===== src/hdl/nca_pkg.sv =====
// Shared types and constants of the nearest centroid assigner.
`timescale 1ns / 1ps

package nca_pkg;

    localparam int MAX_CLUSTERS_DEF = 16;
    localparam int MAX_LENGTH_DEF   = 64;

    localparam int FEAT_W = 16;
    localparam int VNUM_W = 16;
    localparam int DIST_W = 40;
    localparam int CIDX_W = 4;
    localparam int SQ_W   = 32;

    localparam int CLUSTER_COUNT_W = 5;
    localparam int VECTOR_LENGTH_W = 7;
    localparam int CFG_DATA_W      = 7;
    localparam int CFG_INDEX_W     = 1;

    localparam logic [CFG_INDEX_W-1:0] CFG_CLUSTER_COUNT = 1'b0;
    localparam logic [CFG_INDEX_W-1:0] CFG_VECTOR_LENGTH = 1'b1;

    localparam logic [CLUSTER_COUNT_W-1:0] CLUSTER_COUNT_RST = 5'd2;
    localparam logic [VECTOR_LENGTH_W-1:0] VECTOR_LENGTH_RST = 7'd8;

    localparam logic [DIST_W-1:0] DIST_MAX = {DIST_W{1'b1}};

    typedef struct packed {
        logic signed [FEAT_W-1:0] feature_value;
        logic                     start_set;
    } item_t;

    typedef struct packed {
        logic [CIDX_W-1:0] cluster_index;
        logic [VNUM_W-1:0] vector_number;
        logic [DIST_W-1:0] distance_squared;
    } result_t;

    typedef struct packed {
        logic                     valid;
        logic                     first;
        logic                     last;
        logic                     store;
        logic signed [FEAT_W-1:0] feature;
        logic [VNUM_W-1:0]        vnum;
        logic [DIST_W-1:0]        best_d;
    } token_t;

endpackage


===== src/hdl/nca_head.sv =====
// Input stage: element and vector counting, centroid loading decisions, configuration.
`timescale 1ns / 1ps

module nca_head
    import nca_pkg::*;
#(
    parameter int MAX_CLUSTERS = MAX_CLUSTERS_DEF,
    parameter int MAX_LENGTH   = MAX_LENGTH_DEF,
    localparam int CW = $clog2(MAX_CLUSTERS + 1),
    localparam int IW = $clog2(MAX_CLUSTERS),
    localparam int LW = $clog2(MAX_LENGTH + 1),
    localparam int PW = (MAX_LENGTH > 1) ? $clog2(MAX_LENGTH) : 1
) (
    input  logic                   clk,
    input  logic                   rst_n,
    input  logic                   adv,
    input  logic                   item_valid,
    input  item_t                  item,
    input  logic                   write_enable,
    input  logic [CFG_INDEX_W-1:0] write_index,
    input  logic [CFG_DATA_W-1:0]  write_data,
    output token_t                 tok,
    output logic [PW-1:0]          pos,
    output logic [IW-1:0]          sidx,
    output logic [CW-1:0]          accn,
    output logic [CW-1:0]          candn
);

    logic [CLUSTER_COUNT_W-1:0] cluster_count_reg;
    logic [VECTOR_LENGTH_W-1:0] vector_length_reg;
    logic [PW-1:0]              position_reg, position_next;
    logic [VNUM_W-1:0]          count_reg, count_next;
    logic [CW-1:0]              loaded_reg, loaded_next;

    token_t        tok_reg, tok_next;
    logic [PW-1:0] pos_reg;
    logic [IW-1:0] sidx_reg;
    logic [CW-1:0] accn_reg, candn_reg;

    logic [CW-1:0]     k_eff, ld0;
    logic [LW-1:0]     len_eff;
    logic [PW-1:0]     pos0;
    logic [VNUM_W-1:0] vc0;
    logic              accept, storing, last;

    assign accept = item_valid && adv;

    always_comb
    begin
        if (cluster_count_reg == '0)
        begin
            k_eff = CW'(1);
        end
        else if (32'(cluster_count_reg) > MAX_CLUSTERS)
        begin
            k_eff = CW'(MAX_CLUSTERS);
        end
        else
        begin
            k_eff = CW'(cluster_count_reg);
        end

        if (vector_length_reg == '0)
        begin
            len_eff = LW'(1);
        end
        else if (32'(vector_length_reg) > MAX_LENGTH)
        begin
            len_eff = LW'(MAX_LENGTH);
        end
        else
        begin
            len_eff = LW'(vector_length_reg);
        end

        pos0    = item.start_set ? '0 : position_reg;
        vc0     = item.start_set ? '0 : count_reg;
        ld0     = item.start_set ? '0 : loaded_reg;
        storing = ld0 < k_eff;
        last    = (32'(pos0) + 32'd1) >= 32'(len_eff);

        position_next = position_reg;
        count_next    = count_reg;
        loaded_next   = loaded_reg;
        if (accept)
        begin
            if (last)
            begin
                position_next = '0;
                count_next    = VNUM_W'(32'(vc0) + 32'd1);
                loaded_next   = storing ? CW'(32'(ld0) + 32'd1) : ld0;
            end
            else
            begin
                position_next = PW'(32'(pos0) + 32'd1);
                count_next    = vc0;
                loaded_next   = ld0;
            end
        end

        tok_next.valid   = accept;
        tok_next.first   = (pos0 == '0);
        tok_next.last    = last;
        tok_next.store   = storing;
        tok_next.feature = item.feature_value;
        tok_next.vnum    = vc0;
        tok_next.best_d  = '0;
    end

    always_ff @(posedge clk or negedge rst_n)
    begin
        if (!rst_n)
        begin
            cluster_count_reg <= CLUSTER_COUNT_RST;
            vector_length_reg <= VECTOR_LENGTH_RST;
        end
        else if (write_enable)
        begin
            case (write_index)
                CFG_CLUSTER_COUNT: cluster_count_reg <= write_data[CLUSTER_COUNT_W-1:0];
                CFG_VECTOR_LENGTH: vector_length_reg <= write_data[VECTOR_LENGTH_W-1:0];
                default:           cluster_count_reg <= cluster_count_reg;
            endcase
        end
    end

    always_ff @(posedge clk or negedge rst_n)
    begin
        if (!rst_n)
        begin
            position_reg <= '0;
            count_reg    <= '0;
            loaded_reg   <= '0;
            tok_reg      <= '0;
        end
        else if (adv)
        begin
            position_reg <= position_next;
            count_reg    <= count_next;
            loaded_reg   <= loaded_next;
            tok_reg      <= tok_next;
        end
    end

    always_ff @(posedge clk)
    begin
        if (adv)
        begin
            pos_reg   <= pos0;
            sidx_reg  <= IW'(ld0);
            accn_reg  <= storing ? ld0 : k_eff;
            candn_reg <= storing ? CW'(32'(ld0) + 32'd1) : k_eff;
        end
    end

    assign tok   = tok_reg;
    assign pos   = pos_reg;
    assign sidx  = sidx_reg;
    assign accn  = accn_reg;
    assign candn = candn_reg;

endmodule


===== config.mk =====
export PLATFORM = sky130hd
export DESIGN_NAME = nca_head
export DESIGN_NICKNAME = d
export VERILOG_FILES = /design/src/hdl/nca_pkg.sv /design/src/hdl/nca_head.sv
export SDC_FILE = /design/constraint.sdc
export NUM_CORES = 1
export LEC_CHECK = 0
export ABC_AREA = 1
export BUFFER_PORTS_ARGS = -buffer_cell sky130_fd_sc_hd__buf_4
export CAP_MARGIN = 20
export CORE_UTILIZATION = 55
export DETAILED_ROUTE_END_ITERATION = 16
export GPL_TIMING_DRIVEN = 0
export HOLD_SLACK_MARGIN = 0.1
export PLACE_DENSITY = 0.87
export SKIP_LAST_GASP = 1
export SLEW_MARGIN = 30
export SYNTH_ARGS = -nofsm -noshare
export SYNTH_HDL_FRONTEND = slang
export SYNTH_SLANG_ARGS = --single-unit

===== constraint.sdc =====
create_clock -name clk -period 6 [get_ports clk]
set_input_delay 0.3 -clock clk [delete_from_list [all_inputs] [get_ports clk]]
set_output_delay 0.3 -clock clk [all_outputs]
set_load 0.005 [all_outputs]

==> flow_summary.toml <==
[power]
finalPower_mw = 1.63
ir_worst_vdd_mv = 0.129
powerDensity_nw_per_um2 = 274
p_leak_nw = 3.11

[clocking]
cts_sinks = 95
cts_resized = 0
clkSlewWorstSetupHoldPaths_ns = 0.10
worstSkewPairLatency_ns = 0.37
cts_tree = "done"
post-cts-setup-buffers = 0
postCtsHoldBufs = 0
htreeDepth = 3
cts_buffers = 9
clockBufferDepth = 2
cts_root_buf = "clkbuf_8"

[placement]
portBuffers = 85
pre_cts_ws_ns = 3.14
dp_cells = 794
dpl_cell_area_um2 = 5740
place.gp.congestion = 0.886
hpwl_mm = 7.97

[routing]
drt-pass1-iter-count = 5
wirelength_mm = 10.8
vias_per_cell = 5.01
wire_per_inst_um = 13.3
via_count = 4066
final_antenna_net_count = 0
drt_iter0_markers = 210
drc = 0

[worst_setup_path]
startpoint_type = "register"
worstPathArrival_ns = 2.98
criticalPathCategory = "reg2reg"
worst_path_most_repeated_cell = "nand2_1"
end_kind = "register"
path_cells = "nand2_1 > nor3_2 > nand3_1 > o21ai_0 > inv_1 > ha_1 > nand2_1 > nand2_1 > a21oi_1 > nand3_2 > buf_2 > o21ai_0 > nand2_1 > o21ai_0"
cpPeakStageDelay_ns = 0.37
cp.required_ns = 6.29
path_max_fanout = 10
worst_path_max_delay_cell = "dfrtp_1"
rrSetupSlack_ns = 3.31

[floorplanning]
start_util_pct = 57.8
die_h_um = 95.7
die_area_um2 = 9150
coreArea_um2 = 8340
die_w_um = 95.7
num_rows = 33
ioPinCount = 126

[logic_synthesis]
synth_top_area_share_pct = 37.9
yosysUniqueCellTypes = 31
ys_warn_count = 0
synthTopCellsByArea = "dfrtp_1 (38%), nand2_1 (14%), edfxtp_1 (12%)"
synth_seq_area_share_pct = 51.4
avgSynthCellArea_um2 = 8.54
yosysTopAreaCell = "dfrtp_1"
netlist_area_um2 = 4820
postSynthCellCount = 565
ys_ff_latch = 95

[sta]
skew_ns = 0.0143
finalSetupTns_ns = 0
fin_crit_sh_pct = 44.9
slew_headroom_pct = 55.6
worstMarginPinSlew_ns = 0.666
final.min_clock_period_ns = 2.69
fmax_ghz = 0.371
hold_viol = 0
finalSetupViolations = 0
finalMaxSlewViolations = 0
setup_slack_ns = 3.31
timing.hold.ws_ns = 0.115
rsz0062_at_grt = "false"

[final_layout]
largest_reg_flops = 36
insertedDiodeCount = 0
final_nets = 746
drive_above_1_share_pct = 23.5
multi_input_area_um2 = 1900
areaGrowthSynthToFinish_pct = 23.8
n_fill_cell = 639
most-common-layout-cells = "nand2_1 (179), buf_4 (125), dfrtp_1 (73)"
register_area_um2 = 2480
final_core_util_pct = 71.6
final_common_cell = "nand2_1"
final_cell_count_no_fill = 811
fin_area_um2 = 5970

[grt]
use_met1_pct = 32.1
use_met3_pct = 3.67
use_met2_pct = 42.7
grt-busiest-layer = "met2"
groute.usage.overall_pct = 25.4
grt_max_degree = 76
antenna_found_initial = 0
grt_pass1_vias = 3734
grt_first_pass_wirelength_mm = 17.5
gr-total-overflow = 0

[min_path]
min_path_type = "in2reg"

[flow_run]
cap_violations = 0

[outcome]
outcome = "completed"
==> critical path: cells and delay by family (launching register included) <==
family                     cells  cell delay (ns)
and+or+nand+nor                7             0.94
buffers and inverters          2             0.38
adders and majority gates      1             0.31
AOI/OAI and AO/OA              4             0.60
DFF                            1             0.37
==> final cells by class <==
cell class                      count  share of cell area (%)
Clock inverter                      4                   0.880
Inverter                           57                    3.58
Tap cell                          105                    2.20
Buffer                             55                    6.26
Timing Repair Buffer               86                    10.9
Sequential cell                    95                    41.5
Multi-Input combinational cell    397                    31.9
Clock buffer                       12                    2.77
==> worst paths after layout <==
check                                 from      endpoint  cells after the start
max in group asynchronous            rst_n       tok[72]                      2
setup / recovery           position_reg[0]  count_reg[1]                     14
hold / removal                     item[9]       tok[64]                      3
min in group asynchronous            rst_n       tok[61]                      2
setup reg to reg           position_reg[0]  count_reg[1]                     14
hold reg to reg                    tok[71]       tok[71]                      2
==> cell families after synthesis <==
logic type               share of synthesized area [%]
buffers and inverters                             12.2
XOR/XNOR                                          3.09
multiplexers                                     0.233
AND/OR/NAND/NOR                                   23.3
flip-flops                                        51.4
AO/OA/AOI/OAI                                     5.84
other                                           0.0777
adder cells (fa/ha/maj)                           3.89
==> routing by layer <==
metal | vias up | part of all wire (%)
li1 | 1976 | -
met4 | 0 | 2.8
met1 | 1906 | 40
met3 | 25 | 5.9
met2 | 159 | 51
met5 | - | 0
==> cells in the mapped netlist (all sizes together) <==
cell type and instances:
xnor2 4, edfxtp 20, ha 15, nand4 5
nand3 38, o21bai 1, a21oi 8, clkbuf 8
nor3 5, nand2 182, inv 56, conb 1
o31ai 1, mux2 1, dfstp 2, dfrtp 73
xor2 13, nor2 40, o21ai 43, and3 1
clkinv 1, buf 47
==> power breakdown <==
part,total [mW],internal [mW],switching [mW]
sequential,0.783,0.742,0.0406
clock,0.458,0.228,0.230
combinational,0.393,0.164,0.229
total,1.63,1.13,0.500
Power figures use the tool's default switching activity.
