**src/hdl/nca_pkg.sv**
```systemverilog
// Shared types and constants of the nearest centroid assigner.
`timescale 1ns / 1ps

package nca_pkg;

    localparam int MAX_CLUSTERS_DEF = 16;
    localparam int MAX_LENGTH_DEF   = 64;

    localparam int FEAT_W = 16;
    localparam int VNUM_W = 16;
    localparam int DIST_W = 40;
    localparam int CIDX_W = 4;
    localparam int SQ_W   = 32;

    localparam int CLUSTER_COUNT_W = 5;
    localparam int VECTOR_LENGTH_W = 7;
    localparam int CFG_DATA_W      = 7;
    localparam int CFG_INDEX_W     = 1;

    localparam logic [CFG_INDEX_W-1:0] CFG_CLUSTER_COUNT = 1'b0;
    localparam logic [CFG_INDEX_W-1:0] CFG_VECTOR_LENGTH = 1'b1;

    localparam logic [CLUSTER_COUNT_W-1:0] CLUSTER_COUNT_RST = 5'd2;
    localparam logic [VECTOR_LENGTH_W-1:0] VECTOR_LENGTH_RST = 7'd8;

    localparam logic [DIST_W-1:0] DIST_MAX = {DIST_W{1'b1}};

    typedef struct packed {
        logic signed [FEAT_W-1:0] feature_value;
        logic                     start_set;
    } item_t;

    typedef struct packed {
        logic [CIDX_W-1:0] cluster_index;
        logic [VNUM_W-1:0] vector_number;
        logic [DIST_W-1:0] distance_squared;
    } result_t;

    typedef struct packed {
        logic                     valid;
        logic                     first;
        logic                     last;
        logic                     store;
        logic signed [FEAT_W-1:0] feature;
        logic [VNUM_W-1:0]        vnum;
        logic [DIST_W-1:0]        best_d;
    } token_t;

endpackage

```
**src/hdl/nca_ram.sv**
```systemverilog
// Generic single-port RAM with registered read and read enable.
`timescale 1ns / 1ps

module nca_ram #(
    parameter int WIDTH = 16,
    parameter int DEPTH = 64,
    localparam int AW = (DEPTH > 1) ? $clog2(DEPTH) : 1
) (
    input  logic             clk,
    input  logic             en,
    input  logic             we,
    input  logic [AW-1:0]    addr,
    input  logic [WIDTH-1:0] wdata,
    output logic [WIDTH-1:0] rdata
);

    logic [WIDTH-1:0] mem [DEPTH];

    always_ff @(posedge clk)
    begin
        if (en)
        begin
            if (we)
            begin
                mem[addr] <= wdata;
            end
            rdata <= mem[addr];
        end
    end

endmodule

```
**src/hdl/nca_cell.sv**
```systemverilog
// One centroid cell: holds a centroid, accumulates its distance, keeps the running best.
`timescale 1ns / 1ps

module nca_cell
    import nca_pkg::*;
#(
    parameter int MAX_CLUSTERS = MAX_CLUSTERS_DEF,
    parameter int MAX_LENGTH   = MAX_LENGTH_DEF,
    parameter int CELL_INDEX   = 0,
    localparam int CW = $clog2(MAX_CLUSTERS + 1),
    localparam int IW = $clog2(MAX_CLUSTERS),
    localparam int PW = (MAX_LENGTH > 1) ? $clog2(MAX_LENGTH) : 1
) (
    input  logic          clk,
    input  logic          rst_n,
    input  logic          adv,
    input  token_t        tok_in,
    input  logic [PW-1:0] pos_in,
    input  logic [IW-1:0] sidx_in,
    input  logic [CW-1:0] accn_in,
    input  logic [CW-1:0] candn_in,
    input  logic [IW-1:0] bidx_in,
    output token_t        tok_out,
    output logic [PW-1:0] pos_out,
    output logic [IW-1:0] sidx_out,
    output logic [CW-1:0] accn_out,
    output logic [CW-1:0] candn_out,
    output logic [IW-1:0] bidx_out
);

    logic              here_store, here_acc;
    logic [FEAT_W-1:0] cent_data;

    token_t        tok1_reg, tok2_reg, tok3_reg, out_reg, out_next;
    logic          acc1_reg, zero1_reg, acc2_reg, zero2_reg;
    logic [PW-1:0] pos1_reg, pos2_reg, pos3_reg, pos_o_reg;
    logic [IW-1:0] sidx1_reg, sidx2_reg, sidx3_reg, sidx_o_reg;
    logic [CW-1:0] accn1_reg, accn2_reg, accn3_reg, accn_o_reg;
    logic [CW-1:0] cand1_reg, cand2_reg, cand3_reg, cand_o_reg;
    logic [IW-1:0] bidx1_reg, bidx2_reg, bidx3_reg, bidx_o_reg;

    logic signed [FEAT_W:0]     diff;
    logic signed [2*FEAT_W+1:0] prod;
    logic [SQ_W-1:0]            sq2_reg;
    logic [DIST_W-1:0]          sum_reg, sum_next, base;
    logic [DIST_W:0]            sum_wide;
    logic                       take;

    assign here_store = tok_in.valid && tok_in.store && (sidx_in == IW'(CELL_INDEX));
    assign here_acc   = tok_in.valid && (CW'(CELL_INDEX) < accn_in);

    nca_ram #(
        .WIDTH(FEAT_W),
        .DEPTH(MAX_LENGTH)
    ) u_store (
        .clk  (clk),
        .en   (adv),
        .we   (here_store),
        .addr (pos_in),
        .wdata(tok_in.feature),
        .rdata(cent_data)
    );

    assign diff = $signed({tok1_reg.feature[FEAT_W-1], tok1_reg.feature})
                - $signed({cent_data[FEAT_W-1], cent_data});
    assign prod = diff * diff;

    always_comb
    begin
        base     = tok2_reg.first ? '0 : sum_reg;
        sum_wide = {1'b0, base} + (DIST_W + 1)'(sq2_reg);
        if (acc2_reg)
        begin
            sum_next = sum_wide[DIST_W] ? DIST_MAX : sum_wide[DIST_W-1:0];
        end
        else if (zero2_reg)
        begin
            sum_next = '0;
        end
        else
        begin
            sum_next = base;
        end
    end

    assign take = (CELL_INDEX == 0)
               || ((CW'(CELL_INDEX) < cand3_reg) && (sum_reg < tok3_reg.best_d));

    always_comb
    begin
        out_next        = tok3_reg;
        out_next.best_d = take ? sum_reg : tok3_reg.best_d;
    end

    always_ff @(posedge clk or negedge rst_n)
    begin
        if (!rst_n)
        begin
            tok1_reg  <= '0;
            tok2_reg  <= '0;
            tok3_reg  <= '0;
            out_reg   <= '0;
            acc1_reg  <= 1'b0;
            zero1_reg <= 1'b0;
            acc2_reg  <= 1'b0;
            zero2_reg <= 1'b0;
            sum_reg   <= '0;
        end
        else if (adv)
        begin
            tok1_reg  <= tok_in;
            acc1_reg  <= here_acc;
            zero1_reg <= here_store;
            tok2_reg  <= tok1_reg;
            acc2_reg  <= acc1_reg;
            zero2_reg <= zero1_reg;
            tok3_reg  <= tok2_reg;
            if (tok2_reg.valid)
            begin
                sum_reg <= sum_next;
            end
            out_reg <= out_next;
        end
    end

    always_ff @(posedge clk)
    begin
        if (adv)
        begin
            sq2_reg    <= prod[SQ_W-1:0];
            pos1_reg   <= pos_in;
            sidx1_reg  <= sidx_in;
            accn1_reg  <= accn_in;
            cand1_reg  <= candn_in;
            bidx1_reg  <= bidx_in;
            pos2_reg   <= pos1_reg;
            sidx2_reg  <= sidx1_reg;
            accn2_reg  <= accn1_reg;
            cand2_reg  <= cand1_reg;
            bidx2_reg  <= bidx1_reg;
            pos3_reg   <= pos2_reg;
            sidx3_reg  <= sidx2_reg;
            accn3_reg  <= accn2_reg;
            cand3_reg  <= cand2_reg;
            bidx3_reg  <= bidx2_reg;
            pos_o_reg  <= pos3_reg;
            sidx_o_reg <= sidx3_reg;
            accn_o_reg <= accn3_reg;
            cand_o_reg <= cand3_reg;
            bidx_o_reg <= take ? IW'(CELL_INDEX) : bidx3_reg;
        end
    end

    assign tok_out   = out_reg;
    assign pos_out   = pos_o_reg;
    assign sidx_out  = sidx_o_reg;
    assign accn_out  = accn_o_reg;
    assign candn_out = cand_o_reg;
    assign bidx_out  = bidx_o_reg;

endmodule

```
**config.mk**
```make
export PLATFORM = sky130hd
export DESIGN_NAME = nca_cell
export DESIGN_NICKNAME = d
export VERILOG_FILES = /design/src/hdl/nca_pkg.sv /design/src/hdl/nca_ram.sv /design/src/hdl/nca_cell.sv
export SDC_FILE = /design/constraint.sdc
export NUM_CORES = 2
export LEC_CHECK = 0
export ABC_AREA = 1
export BUFFER_PORTS_ARGS = -buffer_cell sky130_fd_sc_hd__buf_2
export CAP_MARGIN = 25
export CORE_ASPECT_RATIO = 1.75
export CORE_MARGIN = 2
export CORE_UTILIZATION = 35
export DETAILED_ROUTE_END_ITERATION = 12
export MAX_ROUTING_LAYER = met4
export PLACE_DENSITY = 0.52
export SLEW_MARGIN = 20
export SYNTH_ARGS = -nofsm -noshare
export SYNTH_HDL_FRONTEND = slang
export SYNTH_SLANG_ARGS = --single-unit
```
**constraint.sdc**
```tcl
create_clock -name clk -period 7.69 [get_ports clk]
set_input_delay 1.1535 -clock clk [delete_from_list [all_inputs] [get_ports clk]]
set_output_delay 1.1535 -clock clk [all_outputs]
set_load 0.01 [all_outputs]
```
==> impl_metrics.yaml <==
finish:
  layout-area-overhead-vs-synth_pct: 14.41
  multiInputGateArea_sq_mm: 0.02062
  largest_register_ffs: 1024
  layout.nets: 6400
  n_fill_cell: 17455
  regArea_sq_mm: 0.04027
  layout-drive-gt1-share_pct: 10.52
  post_layout_nonfiller_instances: 8418
route:
  wl_per_cell_um: 23.15
  drt-total-wl_mm: 194.9
  drtAntennaViolNets: 0
  detail_route.vias_per_cell: 5.002
  detailed_routing_iteration_count_for_the_pre_antenna_repair_pass: 6
  vias: 42111
  drt_iter0_drc: 3258
  remaining_drc_errors: 0
synthesis:
  synth_area_sq_mm: 0.06416
  synth_seq_area_share_pct: 62.76
  avgSynthCellArea_sq_um: 11.43
  synthDistinctLibCells: 49
  synthTopCellsByArea: "sky130_fd_sc_hd__edfxtp_1 54%, sky130_fd_sc_hd__dfrtp_1 8.9%, sky130_fd_sc_hd__nand2_1 8.1%"
  synth_area_leader_cell: "sky130_fd_sc_hd__edfxtp_1"
  ffs_latches_synth: 1379
  async_reset_ff_share_pct: 16.53
  yosysTopAreaCellShare_pct: 53.87
  synth-warning-count: 0
  synth_enable_flop_cells: 1151
  ys_dominant_reg_cell: "sky130_fd_sc_hd__edfxtp_1"
  synth_cells: 5612
grt:
  grt_use_total_pct: 21.33
  number_of_antenna_violations_at_the_first_check_in_global_routing: 7
  grt_start_max_net_pins: 149
  wire_length_of_the_first_global_routing_pass_mm: 282.8
  vias_in_the_first_global_route: 42656
  grt-ovfl-total: 0
worst_setup_path:
  reg2reg_to: "sq2_reg[22]"
  critPathArrivalTime_ps: 7830
  slowest_stage: "sky130_fd_sc_hd__fa_2"
  crit_path_max_incr_delay_ps: 610
  critPathMaxFanout: 5
  cp-end-kind: "flip-flop"
  timing.reg2reg.setup_slack_ps: 370
  critPathKind: "reg -> reg"
  ff2ff_path_depth: 29
  critPathLaunchType: "flip-flop"
  reg2reg_from: "tok1_reg[61]"
  critical_path_rt_ps: 8190
floorplan:
  rows: 207
  top_level_ports: 203
  die_w_um: 327.7
  initial_utilization_pct: 35.29
  fp.coreArea_sq_mm: 0.1818
  die_height_um: 570.4
  dieArea_sq_mm: 0.1869
placed_design:
  placed_cells: 8169
  gpl.final_weighted_congestion: 0.9397
  place.detailed.hpwl_mm: 128.8
  buffer_ports.inserted: 154
timing:
  maxClockFrequency_mhz: 136.5
  timing.final.hold_violations: 0
  timing_worst_slew_pin_value_ps: 1110
  timing.clock.skew_ps: 66.49
  slew_violations: 0
  report.final.setup_viol: 0
  timing.final.crit_share_pct: 95.25
  maxSlewHeadroom_pct: 25.34
  final.min_clock_period_ps: 7324
cts:
  worst_skew_pair.late_latency_ps: 810
  clock_tree.htree_level_count: 4
  clock_tree.root_cell: "sky130_fd_sc_hd__clkbuf_16"
  cts_tree: "built"
  buffers_from_clock_root_to_sink_at_most: 4
  clkSlewWorstSetupHoldPaths_ps: 80
  cts_inserted_buffers: 141
  tritoncts_num_sinks: 1379
hold_path:
  timing.hold.worst.class: "in -> async"
job:
  max_cap_viols: 0
status:
  outcome: "finished clean"
-- per-layer routing --
| metal | wire length (um) | track usage [%] | up-vias |
|---|---|---|---|
| met4 | 11120 | 10.77 | 0 |
| met5 | 0 | - | - |
| li1 | - | - | 19497 |
| met3 | 8729 | 2.295 | 415 |
| met1 | 70090 | 22.36 | 21007 |
| met2 | 104900 | 39.32 | 1192 |
-- critical path, delay by kind of cell, from the launching register on --
kind | cells | cell delay, ps
AOI/OAI and AO/OA | 4 | 580
xor gates and xnor gates | 1 | 90
adders and majority gates | 8 | 3920
buffers and inverters | 4 | 460
DFF | 1 | 380
and+or+nand+nor | 12 | 1580
-- final cells by class --
type | count | share of cell area (%)
antenna | 5 | 0.01704
inverter | 707 | 3.644
tap | 2403 | 4.096
timing repair buffer | 359 | 3.308
clock inverter | 52 | 0.7159
multi-input combinational | 3326 | 28.09
clock buffer | 187 | 5.268
sequential | 1379 | 54.86
-- worst max-delay path by stage --
stage | startpoint | endpoint | slack, ps
after floorplan | u_store.rdata[0] | sq2_reg[19] | 850
after global placement | u_store.rdata[8] | sq2_reg[20] | 130
after detailed placement | u_store.rdata[0] | sq2_reg[22] | 100
after CTS | u_store.rdata[0] | sq2_reg[20] | 20
after global routing | tok1_reg[60] | sq2_reg[22] | -20
final | tok1_reg[61] | sq2_reg[22] | 370
-- cells in the final DEF, fill, tap and decap left out, drive strengths merged, types with 2 or more instances in the layout --
master / count
nand2: 1395
edfxtp: 1151
inv: 708
nor2: 494
buf: 359
a21oi: 264
fa: 258
dfrtp: 228
clkbuf: 187
o21ai: 164
nand3: 127
ha: 125
nand4: 106
a22oi: 104
a221oi: 87
clkinv: 37
a22o: 32
xor2: 32
xnor2: 27
nor3: 23
o31ai: 15
o2111ai: 10
nand3b: 9
bufinv: 9
o211ai: 7
or2: 6
and3: 6
diode: 5
clkinvlp: 5
o21bai: 4
nor4: 4
mux2: 4
conb: 4
o21a: 3
nor3b: 3
a31oi: 3
a21o: 2
o221ai: 2
-- cells in the mapped netlist (all sizes together) (23+ instances only) --
cell type	number
a22o	32
buf	82
edfxtp	1151
nor3	23
nor2	494
nand3	127
a21oi	264
o21ai	164
clkbuf	121
fa	258
xnor2	27
dfrtp	228
a221oi	87
nand4	106
ha	125
nand2	1395
inv	701
xor2	32
a22oi	104
-- cell families (layout without fill, tap and decap cells) --
kind of cell | after synthesis | count (layout) | share of synthesized area [%]
buffers and inverters | 910 | 1305 | 5.450
adders and majority gates | 383 | 383 | 10.49
DFF | 1379 | 1379 | 62.76
and+or+nand+nor | 2175 | 2175 | 13.62
AOI/OAI and AO/OA | 700 | 700 | 6.771
muxes | 5 | 5 | 0.08580
other | 1 | 9 | 0.005845
xor gates and xnor gates | 59 | 59 | 0.8171
-- per-stage QoR --
| stage | setup TNS (ps) | setup WS, ps | hold WS (ps) | cell area [sq um] | util [%] |
|---|---|---|---|---|---|
| after floorplan | 0 | 845.8 | 400.3 | 64170 | - |
| after global placement | 0 | 134.6 | 401.2 | 68770 | 37.82 |
| after detailed placement | 0 | 104.0 | 404.5 | 68810 | 37.85 |
| after CTS | 0 | 23.52 | 344.9 | 73210 | 40.26 |
| after global routing | -18.51 | -18.51 | 376.6 | 73410 | 40.37 |
| final | 0 | 365.6 | 334.6 | 73410 | 40.37 |
-- what timing repair did --
| item | in CTS | in global routing |
|---|---|---|
| buffers inserted | 0 | 4 |
| gates resized for setup | 0 | 41 |
| hold endpoints to repair | 0 | 0 |
| hold buffers | 0 | 0 |
| setup endpoints to repair | 0 | 14 |
Power is not shown: default switching activity piles up to over one toggle a cycle in this logic, so the estimate is an artifact.
